===== src/design/otrs_pkg.sv =====
// Package for the OLED text refresh sequencer: beat types, phase and state
// enums, protocol constants, font, text and start-up command tables.
// No dependencies.
`timescale 1ns / 1ps

package otrs_pkg;

  // Default sizes
  localparam int unsigned LabelBytesDef   = 96;
  localparam int unsigned TimeBytesDef    = 72;
  localparam int unsigned DisplayWidthDef = 128;
  localparam int unsigned PageCountDef    = 8;
  localparam int unsigned MaxChunkDef     = 7;

  // Protocol constants
  localparam logic [7:0]  CTRL_CMD   = 8'h00;
  localparam logic [7:0]  CTRL_DATA  = 8'h40;
  localparam logic [7:0]  CMD_COLS   = 8'h21;
  localparam logic [7:0]  CMD_PAGES  = 8'h22;
  localparam logic [4:0]  INIT_LEN   = 5'd25;
  localparam logic [19:0] TIME_CLAMP = 20'd999999;
  localparam logic [4:0]  GLYPH_BLANK = 5'd31;
  localparam logic [15:0] REFRESH_RST = 16'd100;

  // Configuration register indexes
  localparam logic [1:0] CFG_REFRESH    = 2'd0;
  localparam logic [1:0] CFG_LABEL_PAGE = 2'd1;
  localparam logic [1:0] CFG_TIME_PAGE  = 2'd2;

  typedef struct packed {
    logic        bus_busy;
    logic        bus_error;
    logic [1:0]  mission_mode;
    logic [31:0] elapsed_ms;
  } in_item_t;

  typedef struct packed {
    logic        packet_valid;
    logic [3:0]  byte_count;
    logic [63:0] packet_bytes;
    logic        reset_bus;
    logic        failed;
  } out_item_t;

  typedef enum logic [2:0] {
    PH_INIT, PH_CLEAR_WIN, PH_CLEAR_DATA, PH_RUN, PH_DRAW_WIN, PH_DRAW_DATA, PH_FAILED
  } phase_e;

  typedef enum logic [3:0] {
    S_BOOT_L, S_BOOT_LW, S_BOOT_T, S_BOOT_TW, S_IDLE, S_SVC, S_CHK, S_RL, S_RLW,
    S_RT, S_RTW, S_PLAN, S_GRD, S_GWR, S_FIN, S_OUT
  } seq_state_e;

  typedef enum logic [1:0] {R_IDLE, R_DIGIT, R_WRITE} ren_state_e;

  typedef enum logic [2:0] {SRC_INIT, SRC_WIN, SRC_ZERO, SRC_LABEL, SRC_TIME} src_e;

  // Render request from the sequencer
  typedef struct packed {
    logic        start;
    logic        is_time;
    logic [1:0]  mode;
    logic [31:0] ms;
  } ren_req_t;

  // Buffer write from the renderer
  typedef struct packed {
    logic       we_label;
    logic       we_time;
    logic [6:0] addr;
    logic [7:0] data;
  } ren_wr_t;

  function automatic logic [7:0] init_byte(input logic [4:0] idx);
    logic [7:0] b;
    case (idx)
      5'd0: b = 8'hAE;  5'd1: b = 8'hD5;  5'd2: b = 8'h80;  5'd3: b = 8'hA8;
      5'd4: b = 8'h3F;  5'd5: b = 8'hD3;  5'd6: b = 8'h00;  5'd7: b = 8'h40;
      5'd8: b = 8'h8D;  5'd9: b = 8'h14;  5'd10: b = 8'h20; 5'd11: b = 8'h00;
      5'd12: b = 8'hA1; 5'd13: b = 8'hC8; 5'd14: b = 8'hDA; 5'd15: b = 8'h12;
      5'd16: b = 8'h81; 5'd17: b = 8'h7F; 5'd18: b = 8'hD9; 5'd19: b = 8'hF1;
      5'd20: b = 8'hDB; 5'd21: b = 8'h40; 5'd22: b = 8'hA4; 5'd23: b = 8'hA6;
      5'd24: b = 8'hAF;
      default: b = 8'h00;
    endcase
    return b;
  endfunction

  // Glyph column; glyph codes follow "0123456789ABCDEIMPSTOCL:.", blank otherwise
  function automatic logic [7:0] font_col(input logic [4:0] g, input logic [2:0] sub);
    logic [39:0] c;
    case (g)
      5'd0:  c = 40'h3E_51_49_45_3E; 5'd1:  c = 40'h00_42_7F_40_00;
      5'd2:  c = 40'h42_61_51_49_46; 5'd3:  c = 40'h21_41_45_4B_31;
      5'd4:  c = 40'h18_14_12_7F_10; 5'd5:  c = 40'h27_45_45_45_39;
      5'd6:  c = 40'h3C_4A_49_49_30; 5'd7:  c = 40'h01_71_09_05_03;
      5'd8:  c = 40'h36_49_49_49_36; 5'd9:  c = 40'h06_49_49_29_1E;
      5'd10: c = 40'h7E_11_11_11_7E; 5'd11: c = 40'h7F_49_49_49_36;
      5'd12: c = 40'h3E_41_41_41_22; 5'd13: c = 40'h7F_41_41_22_1C;
      5'd14: c = 40'h7F_49_49_49_41; 5'd15: c = 40'h00_41_7F_41_00;
      5'd16: c = 40'h7F_02_0C_02_7F; 5'd17: c = 40'h7F_09_09_09_06;
      5'd18: c = 40'h46_49_49_49_31; 5'd19: c = 40'h01_01_7F_01_01;
      5'd20: c = 40'h3E_41_41_41_3E; 5'd21: c = 40'h3E_41_41_41_22;
      5'd22: c = 40'h7F_40_40_40_40; 5'd23: c = 40'h00_36_36_00_00;
      5'd24: c = 40'h00_60_60_00_00;
      default: c = 40'h0;
    endcase
    case (sub)
      3'd0: return c[39:32];
      3'd1: return c[31:24];
      3'd2: return c[23:16];
      3'd3: return c[15:8];
      3'd4: return c[7:0];
      default: return 8'h00;
    endcase
  endfunction

  // Glyph code of character k of a mode label, up to 16 characters
  function automatic logic [4:0] mode_glyph(input logic [1:0] mode, input logic [4:0] k);
    logic [79:0] t;
    case (mode)
      2'd0: t = {5'd18, 5'd14, 5'd22, 5'd14, 5'd12, 5'd19, 5'd31, 5'd16,
                 5'd20, 5'd13, 5'd14, 5'd31, 5'd31, 5'd31, 5'd31, 5'd31};
      2'd1: t = {5'd17, 5'd10, 5'd1,  5'd8,  5'd31, 5'd18, 5'd19, 5'd20,
                 5'd17, 5'd31, 5'd19, 5'd15, 5'd16, 5'd14, 5'd31, 5'd31};
      2'd2: t = {5'd17, 5'd11, 5'd2,  5'd2,  5'd31, 5'd11, 5'd31, 5'd19,
                 5'd15, 5'd16, 5'd14, 5'd31, 5'd31, 5'd31, 5'd31, 5'd31};
      default: t = {5'd17, 5'd11, 5'd2,  5'd3,  5'd31, 5'd13, 5'd31, 5'd19,
                    5'd15, 5'd16, 5'd14, 5'd31, 5'd31, 5'd31, 5'd31, 5'd31};
    endcase
    if (k[4]) return GLYPH_BLANK;
    return t[5*(15-int'(k[3:0])) +: 5];
  endfunction

  function automatic logic [19:0] pow10(input logic [2:0] i);
    case (i)
      3'd0: return 20'd100000;
      3'd1: return 20'd10000;
      3'd2: return 20'd1000;
      3'd3: return 20'd100;
      3'd4: return 20'd10;
      default: return 20'd1;
    endcase
  endfunction

  // Column/page window command bytes
  function automatic logic [7:0] win_byte(input logic [2:0] i, input logic [7:0] last,
                                          input logic [2:0] page);
    case (i)
      3'd0: return CMD_COLS;
      3'd1: return 8'h00;
      3'd2: return last;
      3'd3: return CMD_PAGES;
      default: return {5'd0, page};
    endcase
  endfunction

endpackage


===== src/design/otrs_ram.sv =====
// Generic single-write, single-read RAM with registered read data.
// No dependencies.
`timescale 1ns / 1ps

module otrs_ram #(
  parameter int unsigned WIDTH = 8,
  parameter int unsigned DEPTH = 96
) (
  input  logic                     clk_i,
  input  logic                     we_i,
  input  logic [$clog2(DEPTH)-1:0] waddr_i,
  input  logic [WIDTH-1:0]         wdata_i,
  input  logic [$clog2(DEPTH)-1:0] raddr_i,
  output logic [WIDTH-1:0]         rdata_o
);

  logic [WIDTH-1:0] mem [DEPTH];
  logic [WIDTH-1:0] rdata_q;

  always_ff @(posedge clk_i) begin
    if (we_i) begin
      mem[waddr_i] <= wdata_i;
    end
    rdata_q <= mem[raddr_i];
  end

  assign rdata_o = rdata_q;

endmodule


===== src/design/otrs_render.sv =====
// Text renderer: splits the time into decimal digits with one shared
// compare/subtract unit, then writes glyph columns one byte per cycle.
// Depends on otrs_pkg.
`timescale 1ns / 1ps

module otrs_render #(
  parameter int unsigned LABEL_BYTES = otrs_pkg::LabelBytesDef,
  parameter int unsigned TIME_BYTES  = otrs_pkg::TimeBytesDef
) (
  input  logic              clk_i,
  input  logic              rst_ni,
  input  otrs_pkg::ren_req_t req_i,
  output otrs_pkg::ren_wr_t  wr_o,
  output logic              done_o
);

  localparam int unsigned LblChars = LABEL_BYTES / 6;
  localparam int unsigned TimChars = TIME_BYTES / 6;

  otrs_pkg::ren_state_e state_q, state_d;
  logic        is_time_q, is_time_d;
  logic [1:0]  mode_q, mode_d;
  logic [19:0] val_q, val_d;
  logic [2:0]  pidx_q, pidx_d;
  logic [3:0]  dig_q [6];
  logic [3:0]  dig_d [6];
  logic [7:0]  col_q, col_d;
  logic [4:0]  char_q, char_d;
  logic [2:0]  sub_q, sub_d;

  logic [7:0]  len_last;
  logic [4:0]  chars;
  logic [4:0]  glyph;
  logic [7:0]  col_byte;
  logic        ge;
  logic        last_col;

  assign len_last = is_time_q ? 8'(TIME_BYTES - 1) : 8'(LABEL_BYTES - 1);
  assign chars    = is_time_q ? 5'(TimChars) : 5'(LblChars);
  assign ge       = val_q >= otrs_pkg::pow10(pidx_q);
  assign last_col = col_q == len_last;

  // Glyph of the current character
  always_comb begin
    if (is_time_q) begin
      case (char_q)
        5'd0: glyph = 5'd19;
        5'd2: glyph = {1'b0, dig_q[0]};
        5'd3: glyph = {1'b0, dig_q[1]};
        5'd4: glyph = {1'b0, dig_q[2]};
        5'd5: glyph = 5'd24;
        5'd6: glyph = {1'b0, dig_q[3]};
        5'd7: glyph = {1'b0, dig_q[4]};
        5'd8: glyph = {1'b0, dig_q[5]};
        5'd9: glyph = 5'd18;
        default: glyph = otrs_pkg::GLYPH_BLANK;
      endcase
    end else begin
      glyph = otrs_pkg::mode_glyph(mode_q, char_q);
    end
  end

  assign col_byte = (char_q < chars && sub_q != 3'd5) ? otrs_pkg::font_col(glyph, sub_q)
                                                     : 8'h00;

  // Next state
  always_comb begin
    state_d = state_q;
    unique case (state_q)
      otrs_pkg::R_IDLE: begin
        if (req_i.start) begin
          state_d = req_i.is_time ? otrs_pkg::R_DIGIT : otrs_pkg::R_WRITE;
        end
      end
      otrs_pkg::R_DIGIT: begin
        if (!ge && pidx_q == 3'd5) begin
          state_d = otrs_pkg::R_WRITE;
        end
      end
      otrs_pkg::R_WRITE: begin
        if (last_col) begin
          state_d = otrs_pkg::R_IDLE;
        end
      end
      default: state_d = otrs_pkg::R_IDLE;
    endcase
  end

  // Outputs and datapath
  always_comb begin
    is_time_d = is_time_q;
    mode_d    = mode_q;
    val_d     = val_q;
    pidx_d    = pidx_q;
    dig_d     = dig_q;
    col_d     = col_q;
    char_d    = char_q;
    sub_d     = sub_q;
    wr_o      = '0;
    done_o    = 1'b0;
    unique case (state_q)
      otrs_pkg::R_IDLE: begin
        if (req_i.start) begin
          is_time_d = req_i.is_time;
          mode_d    = req_i.mode;
          val_d     = (req_i.ms > 32'(otrs_pkg::TIME_CLAMP)) ? otrs_pkg::TIME_CLAMP
                                                            : req_i.ms[19:0];
          pidx_d    = 3'd0;
          for (int i = 0; i < 6; i++) dig_d[i] = 4'd0;
          col_d     = 8'd0;
          char_d    = 5'd0;
          sub_d     = 3'd0;
        end
      end
      otrs_pkg::R_DIGIT: begin
        if (ge) begin
          val_d        = val_q - otrs_pkg::pow10(pidx_q);
          dig_d[pidx_q] = dig_q[pidx_q] + 4'd1;
        end else if (pidx_q != 3'd5) begin
          pidx_d = pidx_q + 3'd1;
        end
      end
      otrs_pkg::R_WRITE: begin
        wr_o.we_label = !is_time_q;
        wr_o.we_time  = is_time_q;
        wr_o.addr     = col_q[6:0];
        wr_o.data     = col_byte;
        done_o        = last_col;
        col_d         = col_q + 8'd1;
        if (sub_q == 3'd5) begin
          sub_d  = 3'd0;
          char_d = char_q + 5'd1;
        end else begin
          sub_d = sub_q + 3'd1;
        end
      end
      default: ;
    endcase
  end

  always_ff @(posedge clk_i or negedge rst_ni) begin
    if (!rst_ni) begin
      state_q <= otrs_pkg::R_IDLE;
    end else begin
      state_q <= state_d;
    end
  end

  always_ff @(posedge clk_i) begin
    is_time_q <= is_time_d;
    mode_q    <= mode_d;
    val_q     <= val_d;
    pidx_q    <= pidx_d;
    dig_q     <= dig_d;
    col_q     <= col_d;
    char_q    <= char_d;
    sub_q     <= sub_d;
  end

endmodule


===== src/design/oled_text_refresh_sequencer.sv =====
// Top level of the OLED text refresh sequencer: tick sequencer, packet
// builder, configuration registers and the two column buffers.
// Depends on otrs_pkg, otrs_ram and otrs_render.
//
// Usage: one input beat per 1 ms tick carries the bus flags, the mission
// mode and the elapsed time; each tick returns exactly one output beat,
// which holds an I2C write packet (control byte plus up to MAX_CHUNK bytes,
// always six for a column/page window) or no packet.
// Configuration writes on the cfg channel are always taken.
// Per tick the sequencer does its bookkeeping, then reads each packet byte
// through the buffer read port one at a time. Before that it re-renders
// the label or the time when, at a refresh divider wrap, the mode or time
// has changed; the time is split into digits before its columns are written.
// One tick at a time:
// in_ready_o is low from acceptance until the output beat is taken.
// After reset the buffers are filled with the start-up text, label first
// and then time, before the first beat is accepted.
// When the receiver stalls, the output beat holds and no new tick is taken.
`timescale 1ns / 1ps

module oled_text_refresh_sequencer #(
  parameter int unsigned LABEL_BYTES   = otrs_pkg::LabelBytesDef,
  parameter int unsigned TIME_BYTES    = otrs_pkg::TimeBytesDef,
  parameter int unsigned DISPLAY_WIDTH = otrs_pkg::DisplayWidthDef,
  parameter int unsigned PAGE_COUNT    = otrs_pkg::PageCountDef,
  parameter int unsigned MAX_CHUNK     = otrs_pkg::MaxChunkDef
) (
  input  logic                clk_i,
  input  logic                rst_ni,
  input  logic                in_valid_i,
  output logic                in_ready_o,
  input  otrs_pkg::in_item_t  in_data_i,
  output logic                out_valid_o,
  input  logic                out_ready_i,
  output otrs_pkg::out_item_t out_data_o,
  input  logic                cfg_valid_i,
  output logic                cfg_ready_o,
  input  logic [1:0]          cfg_index_i,
  input  logic [15:0]         cfg_data_i
);

  localparam int unsigned LblAw = $clog2(LABEL_BYTES);
  localparam int unsigned TimAw = $clog2(TIME_BYTES);
  // Largest packet: a window is six bytes, data chunks up to MAX_CHUNK
  localparam int unsigned MaxBytes = (MAX_CHUNK > 6) ? MAX_CHUNK + 1 : 7;

  // Configuration registers
  logic [15:0] refresh_q;
  logic [2:0]  label_page_q, time_page_q;

  assign cfg_ready_o = 1'b1;

  always_ff @(posedge clk_i or negedge rst_ni) begin
    if (!rst_ni) begin
      refresh_q    <= otrs_pkg::REFRESH_RST;
      label_page_q <= 3'd0;
      time_page_q  <= 3'd2;
    end else if (cfg_valid_i) begin
      unique case (cfg_index_i)
        otrs_pkg::CFG_REFRESH:    refresh_q    <= cfg_data_i;
        otrs_pkg::CFG_LABEL_PAGE: label_page_q <= cfg_data_i[2:0];
        otrs_pkg::CFG_TIME_PAGE:  time_page_q  <= cfg_data_i[2:0];
        default: ;
      endcase
    end
  end

  // Sequencer state
  otrs_pkg::seq_state_e state_q, state_d;
  otrs_pkg::phase_e     phase_q, phase_d;
  otrs_pkg::src_e       src_q, src_d;
  otrs_pkg::in_item_t   in_q, in_d;
  logic        pend_q, pend_d;
  logic [4:0]  init_pos_q, init_pos_d;
  logic [3:0]  clr_page_q, clr_page_d;
  logic [7:0]  clr_col_q, clr_col_d;
  logic [15:0] div_q, div_d;
  logic [1:0]  shown_mode_q, shown_mode_d;
  logic [31:0] shown_time_q, shown_time_d;
  logic        lbl_stale_q, lbl_stale_d, tim_stale_q, tim_stale_d;
  logic        draw_src_q, draw_src_d;
  logic [7:0]  draw_span_q, draw_span_d, draw_pos_q, draw_pos_d;
  logic [2:0]  draw_page_q, draw_page_d;
  logic        nl_q, nl_d, nt_q, nt_d;
  logic [2:0]  n_q, n_d, i_q, i_d;
  logic [7:0]  base_q, base_d, wl_q, wl_d;
  logic [2:0]  wp_q, wp_d;
  logic        pv_q, pv_d, rb_q, rb_d;
  logic [3:0]  cnt_q, cnt_d;
  logic [63:0] pkt_q, pkt_d;

  // Service of the pending transfer
  logic        svc_pend, svc_fail, svc_go;
  logic [15:0] div_inc;
  assign svc_pend = pend_q && in_q.bus_busy;
  assign svc_fail = (phase_q == otrs_pkg::PH_FAILED) ||
                    (pend_q && !in_q.bus_busy && in_q.bus_error);
  assign svc_go   = !svc_pend && !svc_fail;
  assign div_inc  = div_q + 16'd1;

  // Chunk sizing; window packets always carry six bytes
  logic [7:0] rem;
  logic [2:0] chunk;
  always_comb begin
    unique case (phase_q)
      otrs_pkg::PH_INIT:       rem = {3'd0, otrs_pkg::INIT_LEN - init_pos_q};
      otrs_pkg::PH_CLEAR_DATA: rem = 8'(DISPLAY_WIDTH) - clr_col_q;
      otrs_pkg::PH_DRAW_DATA:  rem = (draw_pos_q < draw_span_q) ? draw_span_q - draw_pos_q
                                                               : 8'd0;
      default:                 rem = 8'd6;
    endcase
    if (phase_q == otrs_pkg::PH_CLEAR_WIN || phase_q == otrs_pkg::PH_DRAW_WIN) begin
      chunk = 3'd6;
    end else begin
      chunk = (rem > 8'(MAX_CHUNK)) ? 3'(MAX_CHUNK) : rem[2:0];
    end
  end

  // Renderer and buffers
  otrs_pkg::ren_req_t ren_req;
  otrs_pkg::ren_wr_t  ren_wr;
  logic               ren_done;
  logic [7:0]         rd_addr;
  logic [7:0]         lbl_rdata, tim_rdata;

  otrs_render #(
    .LABEL_BYTES(LABEL_BYTES),
    .TIME_BYTES (TIME_BYTES)
  ) u_render (
    .clk_i (clk_i),
    .rst_ni(rst_ni),
    .req_i (ren_req),
    .wr_o  (ren_wr),
    .done_o(ren_done)
  );

  assign rd_addr = base_q + {5'd0, i_q};

  otrs_ram #(.WIDTH(8), .DEPTH(LABEL_BYTES)) u_label_ram (
    .clk_i  (clk_i),
    .we_i   (ren_wr.we_label),
    .waddr_i(LblAw'(ren_wr.addr)),
    .wdata_i(ren_wr.data),
    .raddr_i(LblAw'(rd_addr)),
    .rdata_o(lbl_rdata)
  );

  otrs_ram #(.WIDTH(8), .DEPTH(TIME_BYTES)) u_time_ram (
    .clk_i  (clk_i),
    .we_i   (ren_wr.we_time),
    .waddr_i(TimAw'(ren_wr.addr)),
    .wdata_i(ren_wr.data),
    .raddr_i(TimAw'(rd_addr)),
    .rdata_o(tim_rdata)
  );

  // Current packet byte
  logic [7:0] pkt_byte;
  always_comb begin
    case (src_q)
      otrs_pkg::SRC_INIT:  pkt_byte = otrs_pkg::init_byte(5'(rd_addr));
      otrs_pkg::SRC_WIN:   pkt_byte = otrs_pkg::win_byte(i_q, wl_q, wp_q);
      otrs_pkg::SRC_LABEL: pkt_byte = lbl_rdata;
      otrs_pkg::SRC_TIME:  pkt_byte = tim_rdata;
      default:             pkt_byte = 8'h00;
    endcase
  end

  // Next state
  always_comb begin
    state_d = state_q;
    unique case (state_q)
      otrs_pkg::S_BOOT_L:  state_d = otrs_pkg::S_BOOT_LW;
      otrs_pkg::S_BOOT_LW: if (ren_done) state_d = otrs_pkg::S_BOOT_T;
      otrs_pkg::S_BOOT_T:  state_d = otrs_pkg::S_BOOT_TW;
      otrs_pkg::S_BOOT_TW: if (ren_done) state_d = otrs_pkg::S_IDLE;
      otrs_pkg::S_IDLE:    if (in_valid_i) state_d = otrs_pkg::S_SVC;
      otrs_pkg::S_SVC:     state_d = svc_go ? otrs_pkg::S_CHK : otrs_pkg::S_OUT;
      otrs_pkg::S_CHK: begin
        if (nl_q) state_d = otrs_pkg::S_RL;
        else if (nt_q) state_d = otrs_pkg::S_RT;
        else state_d = otrs_pkg::S_PLAN;
      end
      otrs_pkg::S_RL:  state_d = otrs_pkg::S_RLW;
      otrs_pkg::S_RLW: if (ren_done) state_d = otrs_pkg::S_CHK;
      otrs_pkg::S_RT:  state_d = otrs_pkg::S_RTW;
      otrs_pkg::S_RTW: if (ren_done) state_d = otrs_pkg::S_CHK;
      otrs_pkg::S_PLAN: begin
        if (phase_q == otrs_pkg::PH_RUN || in_q.bus_busy || chunk == 3'd0) begin
          state_d = otrs_pkg::S_OUT;
        end else begin
          state_d = otrs_pkg::S_GRD;
        end
      end
      otrs_pkg::S_GRD: state_d = otrs_pkg::S_GWR;
      otrs_pkg::S_GWR: state_d = (i_q + 3'd1 == n_q) ? otrs_pkg::S_FIN : otrs_pkg::S_GRD;
      otrs_pkg::S_FIN: state_d = otrs_pkg::S_OUT;
      otrs_pkg::S_OUT: if (out_ready_i) state_d = otrs_pkg::S_IDLE;
      default: state_d = otrs_pkg::S_IDLE;
    endcase
  end

  // Outputs and datapath
  always_comb begin
    phase_d = phase_q;     src_d = src_q;           in_d = in_q;
    pend_d = pend_q;       init_pos_d = init_pos_q; clr_page_d = clr_page_q;
    clr_col_d = clr_col_q; div_d = div_q;           shown_mode_d = shown_mode_q;
    shown_time_d = shown_time_q;
    lbl_stale_d = lbl_stale_q; tim_stale_d = tim_stale_q;
    draw_src_d = draw_src_q;   draw_span_d = draw_span_q;
    draw_pos_d = draw_pos_q;   draw_page_d = draw_page_q;
    nl_d = nl_q; nt_d = nt_q; n_d = n_q; i_d = i_q; base_d = base_q;
    wl_d = wl_q; wp_d = wp_q; pv_d = pv_q; rb_d = rb_q; cnt_d = cnt_q; pkt_d = pkt_q;
    ren_req = '0;
    in_ready_o  = 1'b0;
    out_valid_o = 1'b0;
    unique case (state_q)
      otrs_pkg::S_BOOT_L: ren_req.start = 1'b1;
      otrs_pkg::S_BOOT_T: begin
        ren_req.start   = 1'b1;
        ren_req.is_time = 1'b1;
      end
      otrs_pkg::S_IDLE: begin
        in_ready_o = 1'b1;
        in_d  = in_data_i;
        pv_d  = 1'b0;
        rb_d  = 1'b0;
        cnt_d = 4'd0;
        pkt_d = 64'd0;
      end
      otrs_pkg::S_SVC: begin
        if (pend_q && !in_q.bus_busy) begin
          pend_d = 1'b0;
          if (in_q.bus_error) begin
            rb_d    = 1'b1;
            phase_d = otrs_pkg::PH_FAILED;
          end
        end
        nl_d = 1'b0;
        nt_d = 1'b0;
        if (svc_go) begin
          div_d = div_inc;
          if (div_inc >= refresh_q) begin
            div_d = 16'd0;
            nl_d  = in_q.mission_mode != shown_mode_q;
            nt_d  = in_q.elapsed_ms != shown_time_q;
          end
        end
      end
      otrs_pkg::S_RL: begin
        ren_req.start = 1'b1;
        ren_req.mode  = in_q.mission_mode;
      end
      otrs_pkg::S_RLW: begin
        if (ren_done) begin
          shown_mode_d = in_q.mission_mode;
          lbl_stale_d  = 1'b1;
          nl_d         = 1'b0;
        end
      end
      otrs_pkg::S_RT: begin
        ren_req.start   = 1'b1;
        ren_req.is_time = 1'b1;
        ren_req.ms      = in_q.elapsed_ms;
      end
      otrs_pkg::S_RTW: begin
        if (ren_done) begin
          shown_time_d = in_q.elapsed_ms;
          tim_stale_d  = 1'b1;
          nt_d         = 1'b0;
        end
      end
      otrs_pkg::S_PLAN: begin
        i_d  = 3'd0;
        n_d  = chunk;
        wl_d = 8'(DISPLAY_WIDTH - 1);
        wp_d = clr_page_q[2:0];
        base_d = 8'd0;
        pkt_d[7:0] = otrs_pkg::CTRL_DATA;
        unique case (phase_q)
          otrs_pkg::PH_INIT: begin
            src_d = otrs_pkg::SRC_INIT;
            base_d = {3'd0, init_pos_q};
            pkt_d[7:0] = otrs_pkg::CTRL_CMD;
          end
          otrs_pkg::PH_CLEAR_WIN: begin
            src_d = otrs_pkg::SRC_WIN;
            pkt_d[7:0] = otrs_pkg::CTRL_CMD;
          end
          otrs_pkg::PH_DRAW_WIN: begin
            src_d = otrs_pkg::SRC_WIN;
            wl_d  = draw_span_q - 8'd1;
            wp_d  = draw_page_q;
            pkt_d[7:0] = otrs_pkg::CTRL_CMD;
          end
          otrs_pkg::PH_CLEAR_DATA: src_d = otrs_pkg::SRC_ZERO;
          otrs_pkg::PH_DRAW_DATA: begin
            src_d  = draw_src_q ? otrs_pkg::SRC_TIME : otrs_pkg::SRC_LABEL;
            base_d = draw_pos_q;
          end
          default: src_d = otrs_pkg::SRC_ZERO;
        endcase
        if (phase_q == otrs_pkg::PH_RUN) begin
          pkt_d[7:0] = 8'h00;
          if (lbl_stale_q) begin
            lbl_stale_d = 1'b0;
            draw_src_d  = 1'b0;
            draw_span_d = 8'(LABEL_BYTES);
            draw_pos_d  = 8'd0;
            draw_page_d = label_page_q;
            phase_d     = otrs_pkg::PH_DRAW_WIN;
          end else if (tim_stale_q) begin
            tim_stale_d = 1'b0;
            draw_src_d  = 1'b1;
            draw_span_d = 8'(TIME_BYTES);
            draw_pos_d  = 8'd0;
            draw_page_d = time_page_q;
            phase_d     = otrs_pkg::PH_DRAW_WIN;
          end
        end else if (in_q.bus_busy || chunk == 3'd0) begin
          pkt_d[7:0] = 8'h00;
        end else begin
          pv_d  = 1'b1;
          cnt_d = {1'b0, chunk} + 4'd1;
        end
      end
      otrs_pkg::S_GWR: begin
        pkt_d[8*(int'(i_q)+1) +: 8] = pkt_byte;
        i_d = i_q + 3'd1;
      end
      otrs_pkg::S_FIN: begin
        pend_d = 1'b1;
        unique case (phase_q)
          otrs_pkg::PH_INIT: begin
            init_pos_d = init_pos_q + 5'(n_q);
            if (init_pos_d >= otrs_pkg::INIT_LEN) phase_d = otrs_pkg::PH_CLEAR_WIN;
          end
          otrs_pkg::PH_CLEAR_WIN: begin
            clr_col_d = 8'd0;
            phase_d   = otrs_pkg::PH_CLEAR_DATA;
          end
          otrs_pkg::PH_CLEAR_DATA: begin
            clr_col_d = clr_col_q + 8'(n_q);
            if (clr_col_d >= 8'(DISPLAY_WIDTH)) begin
              clr_page_d = clr_page_q + 4'd1;
              phase_d = (clr_page_d >= 4'(PAGE_COUNT)) ? otrs_pkg::PH_RUN
                                                      : otrs_pkg::PH_CLEAR_WIN;
            end
          end
          otrs_pkg::PH_DRAW_WIN: phase_d = otrs_pkg::PH_DRAW_DATA;
          otrs_pkg::PH_DRAW_DATA: begin
            draw_pos_d = draw_pos_q + 8'(n_q);
            if (draw_pos_d >= draw_span_q) phase_d = otrs_pkg::PH_RUN;
          end
          default: ;
        endcase
      end
      otrs_pkg::S_OUT: out_valid_o = 1'b1;
      default: ;
    endcase
  end

  assign out_data_o.packet_valid = pv_q;
  assign out_data_o.byte_count   = cnt_q;
  assign out_data_o.packet_bytes = pkt_q;
  assign out_data_o.reset_bus    = rb_q;
  assign out_data_o.failed       = phase_q == otrs_pkg::PH_FAILED;

  // Control state
  always_ff @(posedge clk_i or negedge rst_ni) begin
    if (!rst_ni) begin
      state_q      <= otrs_pkg::S_BOOT_L;
      phase_q      <= otrs_pkg::PH_INIT;
      pend_q       <= 1'b0;
      init_pos_q   <= 5'd0;
      clr_page_q   <= 4'd0;
      clr_col_q    <= 8'd0;
      div_q        <= 16'd0;
      shown_mode_q <= 2'd0;
      shown_time_q <= '1;
      lbl_stale_q  <= 1'b1;
      tim_stale_q  <= 1'b1;
      draw_src_q   <= 1'b0;
      draw_span_q  <= 8'd0;
      draw_pos_q   <= 8'd0;
      draw_page_q  <= 3'd0;
      nl_q         <= 1'b0;
      nt_q         <= 1'b0;
      i_q          <= 3'd0;
      n_q          <= 3'd0;
    end else begin
      state_q      <= state_d;
      phase_q      <= phase_d;
      pend_q       <= pend_d;
      init_pos_q   <= init_pos_d;
      clr_page_q   <= clr_page_d;
      clr_col_q    <= clr_col_d;
      div_q        <= div_d;
      shown_mode_q <= shown_mode_d;
      shown_time_q <= shown_time_d;
      lbl_stale_q  <= lbl_stale_d;
      tim_stale_q  <= tim_stale_d;
      draw_src_q   <= draw_src_d;
      draw_span_q  <= draw_span_d;
      draw_pos_q   <= draw_pos_d;
      draw_page_q  <= draw_page_d;
      nl_q         <= nl_d;
      nt_q         <= nt_d;
      i_q          <= i_d;
      n_q          <= n_d;
    end
  end

  // Payload
  always_ff @(posedge clk_i) begin
    in_q   <= in_d;
    src_q  <= src_d;
    base_q <= base_d;
    wl_q   <= wl_d;
    wp_q   <= wp_d;
    pv_q   <= pv_d;
    rb_q   <= rb_d;
    cnt_q  <= cnt_d;
    pkt_q  <= pkt_d;
  end

  // A beat with a packet carries two to MaxBytes bytes; without one, none
  assert property (@(posedge clk_i) disable iff (!rst_ni)
    out_valid_o && out_data_o.packet_valid |->
      out_data_o.byte_count >= 4'd2 && out_data_o.byte_count <= 4'(MaxBytes))
    else $error("packet byte count out of range");

  assert property (@(posedge clk_i) disable iff (!rst_ni)
    out_valid_o && !out_data_o.packet_valid |-> out_data_o.byte_count == 4'd0)
    else $error("byte count without packet");

  // A sent packet always leaves a transfer pending
  assert property (@(posedge clk_i) disable iff (!rst_ni)
    out_valid_o && out_data_o.packet_valid |-> pend_q)
    else $error("packet sent without pending transfer");

  // The failed state holds until reset
  assert property (@(posedge clk_i) disable iff (!rst_ni)
    $past(phase_q == otrs_pkg::PH_FAILED) |-> phase_q == otrs_pkg::PH_FAILED)
    else $error("left failed state");

  // Renderer is only started from its idle state, never mid-tick delivery
  assert property (@(posedge clk_i) disable iff (!rst_ni)
    ren_req.start |-> !out_valid_o && !in_ready_o)
    else $error("render started while a channel is open");

endmodule

===== config.mk =====
export PLATFORM = sky130hd
export DESIGN_NAME = oled_text_refresh_sequencer
export DESIGN_NICKNAME = d
export VERILOG_FILES = /design/src/design/otrs_pkg.sv /design/src/design/otrs_ram.sv /design/src/design/otrs_render.sv /design/src/design/oled_text_refresh_sequencer.sv
export SDC_FILE = /design/constraint.sdc
export NUM_CORES = 2
export LEC_CHECK = 0
export BUFFER_PORTS_ARGS = -buffer_cell sky130_fd_sc_hd__buf_4
export CORE_ASPECT_RATIO = 0.6
export CORE_UTILIZATION = 35
export DETAILED_ROUTE_END_ITERATION = 12
export SYNTH_ARGS = -nofsm -noshare
export SYNTH_HDL_FRONTEND = slang
export SYNTH_SLANG_ARGS = --single-unit
export TNS_END_PERCENT = 1

===== constraint.sdc =====
create_clock -name clk_i -period 20.8 [get_ports clk_i]
set_clock_uncertainty 0.15 [all_clocks]
set_input_delay 3.12 -clock clk_i [delete_from_list [all_inputs] [get_ports clk_i]]
set_output_delay 3.12 -clock clk_i [all_outputs]
set_load 0.005 [all_outputs]

==> metrics.md <==
| Metric | Value |
|---|---|
| Drt via density | 5.622 |
| Worst slew margin | 15.51% |
| Drt wl/cell | 24.91 um |
| Initial Util | 35.42% |
| PostCTS Resize Cnt | 0 |
| Antenna-violating nets left | 0 |
| Primary FF master, synth | edfxtp_1 |
| Initial antenna violation count | 9 |
| Crit path cell chain | buf_4 > clkinv_1 > ha_1 > ha_1 > fa_1 > nor3_1 > a311oi_1 > o31ai_1 > o21ai_2 > ha_1 > inv_1 > nor3_1 > a21oi_1 > o2bb2ai_1 > nand2_1 > a41oi_4 > buf_4 > buf_4 |
| IO buf count | 131 |
| Final Setup Violations | 0 |
| Largest stage delay on the critical path | 1.00 ns |
| Area growth, synth to finish | 12.52% |
| Mux contribution to synthesized area | 14.29% |
| Slew @ Worst Pin | 1.267 ns |
| VDD IR max | 107.8 uV |
| RSZ-0062 raised after global routing | no |
| Clk slew on worst S/H paths | 0.06 ns |
| Synthesized net count | 4396 |
| Commonest non-fill, non-tap cells in the layout | edfxtp_1, nor2_1, mux4_2 |
| CTS tree | done |
| Xor-xnor portion of the synthesized cell area | 1.628% |
| Clock latency at the later pin of the worst-skew pair | 0.81 ns |
| Drt pass-1 iters | 6 |
| Post-detail-place hpwl | 112700 um |
| Design Area, Final | 0.07507 sq mm |
| P_leak | 0.02463 uW |
| Setup repair bufs after CTS | 0 |
| Library cells used by synthesis | 100 |
| Filler Cell Count | 17140 |
| Buffer type at the clock tree root | clkbuf_16 |
| Sequential fraction of the synthesis area | 66.54% |
| Total grt overflow | 0 |
| CTS Hold Bufs | 0 |
| Overall power | 11490 uW |
| All-Layer GR Usage | 17.79% |
| Fin. Hold Viols | 0 |
| Final nets | 4492 |
| CTS Buffer Depth | 4 |
| Vias in the first global route | 37240 |
| Critical path launch point type | flop |
| Commonest non-fill, non-tap cell in the layout | edfxtp_1 |
| Worst-path maximum fanout | 121 |
| Max-cap viol count | 0 |
| Remaining DRCs | 0 |
| 1st-iter DRT viols | 5135 |
| Power Density | 153.1 mW/mm^2 |
| Die height | 340.2 um |
| Simple-gate share of the synthesized area | 7.113% |
| Setup TNS | 0 ns |
| Total number of yosys warnings | 0 |
| TritonCTS buffer count | 150 |
| DIE AREA | 0.1924 sq mm |
| Worst Path Arrival | 8.37 ns |
| # H-tree levels | 4 |
| Worst path slowest cell | buf_4 |
| Critical Path End Type | flop |
| Status | completed |
| Die X | 565.7 um |
| Number of synthesized flops with an enable pin | 1365 |
| IO Count | 133 |
| Largest family of logic cells by synthesized area | multiplexers |
| Layout cells sized above 1 | 20.77% |
| Cells after synthesis | 4231 |
| Area occupied by multi-input gates | 0.02117 sq mm |
| Total Wirelength | 172700 um |
| Ys async rst share | 8.189% |
| First-pass GRT wire length | 256000 um |
| Worst Setup Path Type | reg -> reg |
| Crit path required time | 21.05 ns |
| Vias | 38970 |
| Register area | 0.04440 sq mm |
| Clk sinks | 1502 |
| Period minus WS final | 8.125 ns |
| Hold/Removal Path Class | reg -> reg |
| Period Utilization, post-route | 39.06% |
| Fmax | 0.1231 GHz |
| Post-place instance area | 0.07047 sq mm |
| Post-synthesis compound-gate area fraction | 6.264% |
| Synthesized area per cell | 15.77 sq um |
| Adder-Cell Fraction of Synth Area | 2.055% |
| Area of the mapped netlist | 0.06672 sq mm |
| Core ar. | 0.1884 sq mm |
| Pin count of the biggest net entering global routing | 122 |
| Site Rows | 123 |
| Slew Viols, Final | 0 |
| GP Congestion | 0.8783 |
| Flop and latch count out of synthesis | 1502 |
==> area by class of cell <==
class	instances	share of cell area (%)
Antenna cell	2	0.006667
Clock buffer	197	5.400
Clock inverter	58	0.7267
Inverter	82	0.4100
Multi-Input combinational cell	2397	28.20
Sequential cell	1502	59.14
Tap cell	2500	4.167
Timing Repair Buffer	194	1.957
==> worst paths after layout <==
path | start | to | slack, ns | cells past startpoint
max | u_render.char_q[0] | u_label_ram.mem[26][5] | 12.68 | 18
min | clr_page_q[3] | clr_page_q[3] | 0.34 | 1
max reg2reg | u_render.char_q[0] | u_label_ram.mem[26][5] | 12.68 | 18
min reg2reg | clr_page_q[3] | clr_page_q[3] | 0.34 | 1
max in group asynchronous | rst_ni | i_q[1] | 16.88 | 2
min in group asynchronous | rst_ni | refresh_q[13] | 2.36 | 1
==> worst max-delay path, delay by kind of cell (launching register included) <==
family                   cells  cell delay (ns)
buffers and inverters        5             2.67
AND/OR/NAND/NOR              3             0.93
AO/OA/AOI/OAI                6             1.56
adder cells (fa/ha/maj)      4             2.02
flip-flops                   1             0.33
==> layer usage <==
layer	GRT usage, %	wire (um)	vias up
met1	29.15	83770	20240
li1	-	-	16830
met3	5.245	18300	207
met4	2.912	2342	4
met5	0	26	-
met2	22.94	68270	1698
==> per-stage QoR <==
stage                     std cells  hold WS [ns]  setup slack, ns  utilization (%)
after detailed placement       6675        0.3344            12.82            37.41
after global placement         6675        0.3257            13.07            37.41
after global routing           6930        0.3650            12.18            39.85
final                          6932        0.3403            12.68            39.85
after CTS                      6930        0.3457            12.86            39.85
after floorplan                4231        0.3076            10.24                -
==> registers in the layout, indices dropped and copies added (netlist names), 8 cells and up <==
signal           flops
shown_time_q        32
u_time_ram.mem     504
u_label_ram.mem    672
pkt_q               64
u_render.val_q      20
draw_pos_q           8
in_q                36
div_q               16
clr_col_q            8
u_render.col_q       8
u_render.dig_q      24
refresh_q           16
==> Yosys cell counts (all sizes together), types with 48 or more instances <==
master / n / area, sq um
xnor2: 90 / 788.3
nand3: 71 / 355.3
nand2: 281 / 1060
buf: 88 / 484.2
nor3: 74 / 370.4
o21ai: 174 / 878.3
edfxtp: 1365 / 40990
mux2: 48 / 540.5
nor2: 407 / 1540
inv: 80 / 300.3
clkbuf: 162 / 608.1
ha: 100 / 1251
a21oi: 158 / 798.3
mux4: 379 / 8536
dfrtp: 85 / 2127
==> where the power goes <==
part,switching (uW),internal (uW),total [uW]
Clock,1160,1470,2630
Sequential,217,3770,3990
Combinational,3060,1820,4870
==> logic make-up (layout without fill, tap and decap cells) <==
family                   count (synthesis)  after routing
multiplexers                           473            473
AO/OA/AOI/OAI                          645            645
buffers and inverters                  332            531
AND/OR/NAND/NOR                       1048           1048
XOR/XNOR                               124            124
adder cells (fa/ha/maj)                106            106
flip-flops                            1502           1502
other                                    1              3
(Power assumes the default switching activity.)
